===== src/uvst_pkg.sv =====
// Shared types, constants and tables of the UV sphere tessellator.
`default_nettype none
package uvst_pkg;

  localparam int CORDIC_STEPS = 16;

  // Integer divider: one cell per bit of the element index.
  localparam int INT_STAGES = 17;
  // Angle dividers: one cell per bit of a 32-bit fraction of a turn.
  localparam int FRAC_BITS = 32;
  // Angle conversion, the CORDIC cells and the Q1.15 rounding stage.
  localparam int SINCOS_LAT = CORDIC_STEPS + 2;
  // Stage that turns the integer quotient into angles and face corners.
  localparam int B_STAGE = INT_STAGES + 1;
  // Stage that holds the second products; the output register follows it.
  localparam int F_STAGE = B_STAGE + FRAC_BITS + SINCOS_LAT + 2;
  localparam int OUT_STAGE = F_STAGE + 1;

  localparam logic signed [33:0] CORDIC_GAIN = 34'sd652032874;
  localparam logic [30:0] HALF_PI_Q30 = 31'd1686629713;

  localparam logic REQ_VERTEX = 1'b0;
  localparam logic REQ_FACE = 1'b1;

  localparam logic [2:0] REG_CENTER_X = 3'd0;
  localparam logic [2:0] REG_CENTER_Y = 3'd1;
  localparam logic [2:0] REG_CENTER_Z = 3'd2;
  localparam logic [2:0] REG_RADIUS = 3'd3;
  localparam logic [2:0] REG_STACKS = 3'd4;
  localparam logic [2:0] REG_SLICES = 3'd5;

  localparam logic [1:0] QUAD_FIRST = 2'd0;
  localparam logic [1:0] QUAD_SECOND = 2'd1;
  localparam logic [1:0] QUAD_THIRD = 2'd2;

  // One restoring division cell: partial remainder, divisor and the
  // word that feeds dividend bits in at the top and takes quotient bits.
  typedef struct packed {
    logic [9:0]  r;
    logic [9:0]  d;
    logic [31:0] w;
  } div_t;

  typedef struct packed {
    logic [1:0]         quad;
    logic signed [33:0] x;
    logic signed [33:0] y;
    logic signed [33:0] z;
  } cordic_t;

  typedef struct packed {
    logic        req_type;
    logic        oor;
    logic        pole_n;
    logic        pole_s;
    logic        north;
    logic        south;
    logic [16:0] k;
    logic [15:0] ca;
    logic [15:0] cb;
    logic [15:0] cc;
  } side_t;

  function automatic logic signed [33:0] atan_q30(input logic [4:0] idx);
    logic signed [33:0] v;
    case (idx)
      5'd0:  v = 34'sd843314857;
      5'd1:  v = 34'sd497837829;
      5'd2:  v = 34'sd263043837;
      5'd3:  v = 34'sd133525159;
      5'd4:  v = 34'sd67021687;
      5'd5:  v = 34'sd33543516;
      5'd6:  v = 34'sd16775851;
      5'd7:  v = 34'sd8388437;
      5'd8:  v = 34'sd4194283;
      5'd9:  v = 34'sd2097149;
      5'd10: v = 34'sd1048576;
      5'd11: v = 34'sd524288;
      5'd12: v = 34'sd262144;
      5'd13: v = 34'sd131072;
      5'd14: v = 34'sd65536;
      5'd15: v = 34'sd32768;
      5'd16: v = 34'sd16384;
      5'd17: v = 34'sd8192;
      5'd18: v = 34'sd4096;
      5'd19: v = 34'sd2048;
      5'd20: v = 34'sd1024;
      5'd21: v = 34'sd512;
      5'd22: v = 34'sd256;
      5'd23: v = 34'sd128;
      default: v = 34'sd0;
    endcase
    return v;
  endfunction

endpackage
`default_nettype wire


===== src/uvst_div_cell.sv =====
// One registered cell of a restoring divider chain.
`default_nettype none
module uvst_div_cell (
  input  wire logic          clk_i,
  input  wire uvst_pkg::div_t cell_i,
  output uvst_pkg::div_t     cell_o
);

  logic [10:0]    trial;
  logic [10:0]    diff;
  logic           ge;
  uvst_pkg::div_t cell_d;
  uvst_pkg::div_t cell_q;

  always_comb begin
    trial = {cell_i.r, cell_i.w[31]};
    diff = trial - {1'b0, cell_i.d};
    ge = (trial >= {1'b0, cell_i.d});
    cell_d.d = cell_i.d;
    cell_d.r = ge ? diff[9:0] : trial[9:0];
    cell_d.w = {cell_i.w[30:0], ge};
  end

  always_ff @(posedge clk_i) begin
    cell_q <= cell_d;
  end

  assign cell_o = cell_q;

endmodule
`default_nettype wire


===== config.mk =====
export PLATFORM = sky130hd
export DESIGN_NAME = uvst_div_cell
export DESIGN_NICKNAME = d
export VERILOG_FILES = /design/src/uvst_pkg.sv /design/src/uvst_div_cell.sv
export SDC_FILE = /design/constraint.sdc
export NUM_CORES = 1
export LEC_CHECK = 0
export ABC_AREA = 1
export BUFFER_PORTS_ARGS = -buffer_cell sky130_fd_sc_hd__buf_4
export CAP_MARGIN = 15
export CORE_UTILIZATION = 30
export CTS_BUF_LIST = sky130_fd_sc_hd__clkbuf_4 sky130_fd_sc_hd__clkbuf_8 sky130_fd_sc_hd__clkbuf_16
export CTS_CLUSTER_SIZE = 20
export DETAILED_ROUTE_END_ITERATION = 8
export SYNTH_ARGS = -nofsm -noshare
export SYNTH_HDL_FRONTEND = slang
export SYNTH_SLANG_ARGS = --single-unit

===== constraint.sdc =====
create_clock -name clk_i -period 1.4 [get_ports clk_i]
set_input_delay 0.21 -clock clk_i [delete_from_list [all_inputs] [get_ports clk_i]]
set_output_delay 0.21 -clock clk_i [all_outputs]
set_load 0.005 [all_outputs]

## Yosys cells after proc, flatten, opt, wreduce, memory -nomap -nowiden

Cells that the tools add are included.

| operators by class | value |
|---|---|
| bitwise gates (word level) | 0 |
| equal/unequal tests | 0 |
| divide/modulo/power cells | 0 |
| muxes and demuxes | 1 |
| magnitude comparators | 1 |
| shift operators | 0 |
| add/subtract/negate cells | 1 |
| multiply operators | 0 |
| reductions and logical operators | 0 |

Operators with widths:

| cell | number |
|---|---|
| $ge A11 B10 Y1 | 1 |
| $mux W10 | 1 |
| $sub A10 B10 Y10 | 1 |

| storage, ports and cells | value |
|---|---|
| memories kept | 0 |
| bits in writable memories | 0 |
| latch bits | 0 |
| register bits after elaboration | 52 |
| ROM bits | 0 |
| word-level logic and storage cells | 6 |
| output and inout bits | 52 |

## Depth between registers and ports, before layout

| logic depth | value |
|---|---|
| word-level depth | 2 |
| gate-level depth with buffers | 12 |
| depth with buffers taken out | 12 |

## Worst setup path after synthesis

OpenSTA, ideal clock, no wires.

| timing path | value |
|---|---|
| kind | input-to-reg |
| start point | in cell_i[37] (netlist name) |
| end point | reg cell_q, in the netlist cell_o[51] |
| setup time | 0.112 ns |
| data arrival time | 1.348 ns |
| setup slack | -0.060 ns |
| path buffers | 1 |
| cell stages on the path | 11 |
| cell sequence | inv_1 > ha_1 > nand2_1 > inv_1 > a21oi_2 > nand2_2 > nand2_2 > nand2_4 > buf_12 > nand3_4 > nand2_2 |

RTL lines:

| element | line | RTL |
|---|---|---|
| start: declaration | uvst_div_cell.sv:5 | `input wire uvst_pkg::div_t cell_i,` |
| end signal: assignment | uvst_div_cell.sv:25 | `cell_q <= cell_d;` |
| end: declaration | uvst_div_cell.sv:13 | `uvst_pkg::div_t cell_q;` |

==> impl_results.md <==
- Synth Register Bits: 52
- Setup Viol. Count Final: 0
- Vias in the first global route: 1554
- Core Box Area: 5640 µm²
- Post-synth EDFFs: 0
- Final #Nets: 406
- Dpl cell area: 2850 µm²
- CTS HTree Levels: 2
- Period utilization: between 90% and 100%
- Final hold vios: 0
- Clk buf depth: 2
- Sequential share of power: 49.6%
- Max reg flops: between 50 and 60
- Final WL: between 4000 and 5000 µm
- Peak VDD IR: 443 µV
- First drt pass iteration count: 4
- I/O pins: 105
- WHS Endpoint: cell_o[13]
- Max-cap viol count: 0
- Crit end category: flip-flop
- CP Max Fanout: 3
- DRC viols: 0
- First-pass GRT wire length: a little under 7000 µm
- Design area: ~3200 µm²
- Die area: between 6000 and 7000 µm²
- Synth-to-layout area growth: 76.8%
- Hold wc startpoint: cell_i[12]
- Switching power: 0.847 mW
- Post-DRT Antenna Nets: 0
- CTS Hold Bufs: 9
- Via Count: 1684
- Crit start category: input port
- Synthesized instance count: 189
- # fillers: 494
- GPL Wtd Cong: 0.771
- Gr usage total: between 10% and 20%
- Async set or reset register ratio after synthesis: 0%
- Commonest non-fill, non-tap cell in the layout: buf_4
- Mapped Nets: between 200 and 300
- Highest-count cells in the layout ignoring fill and taps: buf_4 (122), dfxtp_1 (52), nand2_1 (51)
- CTS tree: done
- Post-synth top flop: dfxtp_1
- Row count: 27
- Switching portion of total power: 25.8%
- Sequential area share after synthesis: 57.7%
- DIE HEIGHT: about 80 µm
- Root Buffer: clkbuf_8
- Sink Count: 52
- Hpwl dp: 3490 µm
- Initial DRC count: 33
- Critical path arrival: 1490 ps
- Syn avg cell area: 9.55 µm²
- Final min period: 1280 ps
- Die X: slightly below 80 µm
- Clock share of power: 26.5%
- Internal power: approximately 2.4 mW
- Via density: between 4 and 5
- Hold path depth: 1
- Wire per inst: 11.3 µm
- Reg clk slew, reported paths: roughly 100 ps
- Worst slew margin: 83.7%
- Largest net degree at the start of global routing: 17
- Unrepaired setup endpoints after global routing: false
- Post-CTS Repair Setup Buffers: 0
- Share of cells above drive strength 1: 45.5%
- Final-report max-slew violation count: 0
- Critical Path RT: ~1600 ps
- Hold WC Path Type: in -> reg
- Cell Pwr Density: 1030 nW/µm²
- Resized Gates After CTS: 0
- Combinational Power Share: 23.9%
- Crit path kind: in -> reg
- Leak pwr: 1.66 nW
- Antenna violations before repair: 0
- Outcome: complete, no violations
- FMAX: 779 MHz
- Yosys synthesis warning count: 0
- CTS buffer count: 5
- Synth cell types: 24
- Starting Density: approximately a third
- Worst Tran Pin Value: 242 ps
- Mapped Area: 1800 µm²
- Antenna cells: 0
- Congestion Overflow GR: 0
- WHS: 11.2 ps
- Port Buffer Count: 104
==> cell families after synthesis <==
| group | after synthesis | synth area share (%) |
|---|---|---|
| and+or+nand+nor | 87 | 23.6 |
| AOI/OAI and AO/OA | 7 | 2.29 |
| DFF | 52 | 57.7 |
| adders and majority gates | 11 | 8.04 |
| buffers and inverters | 29 | 6.93 |
| xor gates and xnor gates | 3 | 1.46 |
==> synth_stat cells (2+ instances only) <==
master | number | share of area (%)
inv_1 | 27 | 5.6
xor2_1 | 3 | 1.5
ha_1 | 10 | 6.9
nand3_1 | 8 | 2.2
a21oi_1 | 4 | 1.1
nor2_1 | 5 | 1.0
nor2_2 | 2 | 0.69
dfxtp_1 | 52 | 58
nand2_2 | 9 | 3.1
nand2_1 | 52 | 11
nand3_2 | 4 | 2.2
==> final cells by class <==
class                   count  area (µm²)  area share (%)
inverters                  28         105            3.30
clock buffers               6        76.3            2.39
flip-flops and latches     52        1040            32.6
well taps                  72        90.1            2.82
clock inverters             2        16.3           0.510
repair buffers            147        1170            36.6
multi-input cells         108         694            21.8
==> metrics by stage <==
step / cells / utilization, % / TNS, ps / setup slack (ps) / power (mW)
final: 415 / 56.5 / 0 / 116 / 3.29
after detailed placement: 382 / 50.5 / -1690 / -210 / 2.40
after global placement: 382 / 50.5 / -1640 / -217 / 2.39
after CTS: 399 / 53.7 / 0 / 100 / 3.30
after floorplan: 189 / - / 0 / 32.4 / 1.99
after global routing: 415 / 56.5 / 0 / 19.1 / 3.47
==> layer usage <==
layer	up-vias	wire length, µm	global-route usage [%]
met1	728	1990	15.0
met2	75	2240	24.9
met3	2	443	5.49
met4	0	17	4.18
li1	879	-	-
met5	-	0	0
==> power by group through the flow <==
| stage | clock [mW] | combinational [mW] | sequential (mW) |
|---|---|---|---|
| floorplan | 0 | 0.308 | 1.68 |
| CTS | 0.906 | 0.758 | 1.63 |
| detailed placement | 0 | 0.736 | 1.67 |
| global route | 0.956 | 0.871 | 1.64 |
| global placement | 0 | 0.730 | 1.66 |
| finish | 0.869 | 0.786 | 1.63 |
==> how the worst max path moves through the flow <==
stage,end,slack (ps),start,depth (start not counted)
after floorplan,cell_o[48],30,cell_i[31],10
after global placement,cell_o[48],-220,cell_i[31],11
after detailed placement,cell_o[50],-210,cell_i[31],11
after CTS,cell_o[48],100,cell_i[31],11
after global routing,cell_o[51],20,cell_i[38],12
final,cell_o[48],120,cell_i[31],11
==> worst max-delay path, stage by stage <==
cell and delay (ps):
buf_4 100, inv_1 60, ha_1 130, inv_1 60
fa_1 400, nand2_1 80, nand2_1 120, nand3_1 120
nand3_1 90, nand3_2 80, nand2_1 40
No activity file was read; power rests on OpenSTA's default activity.
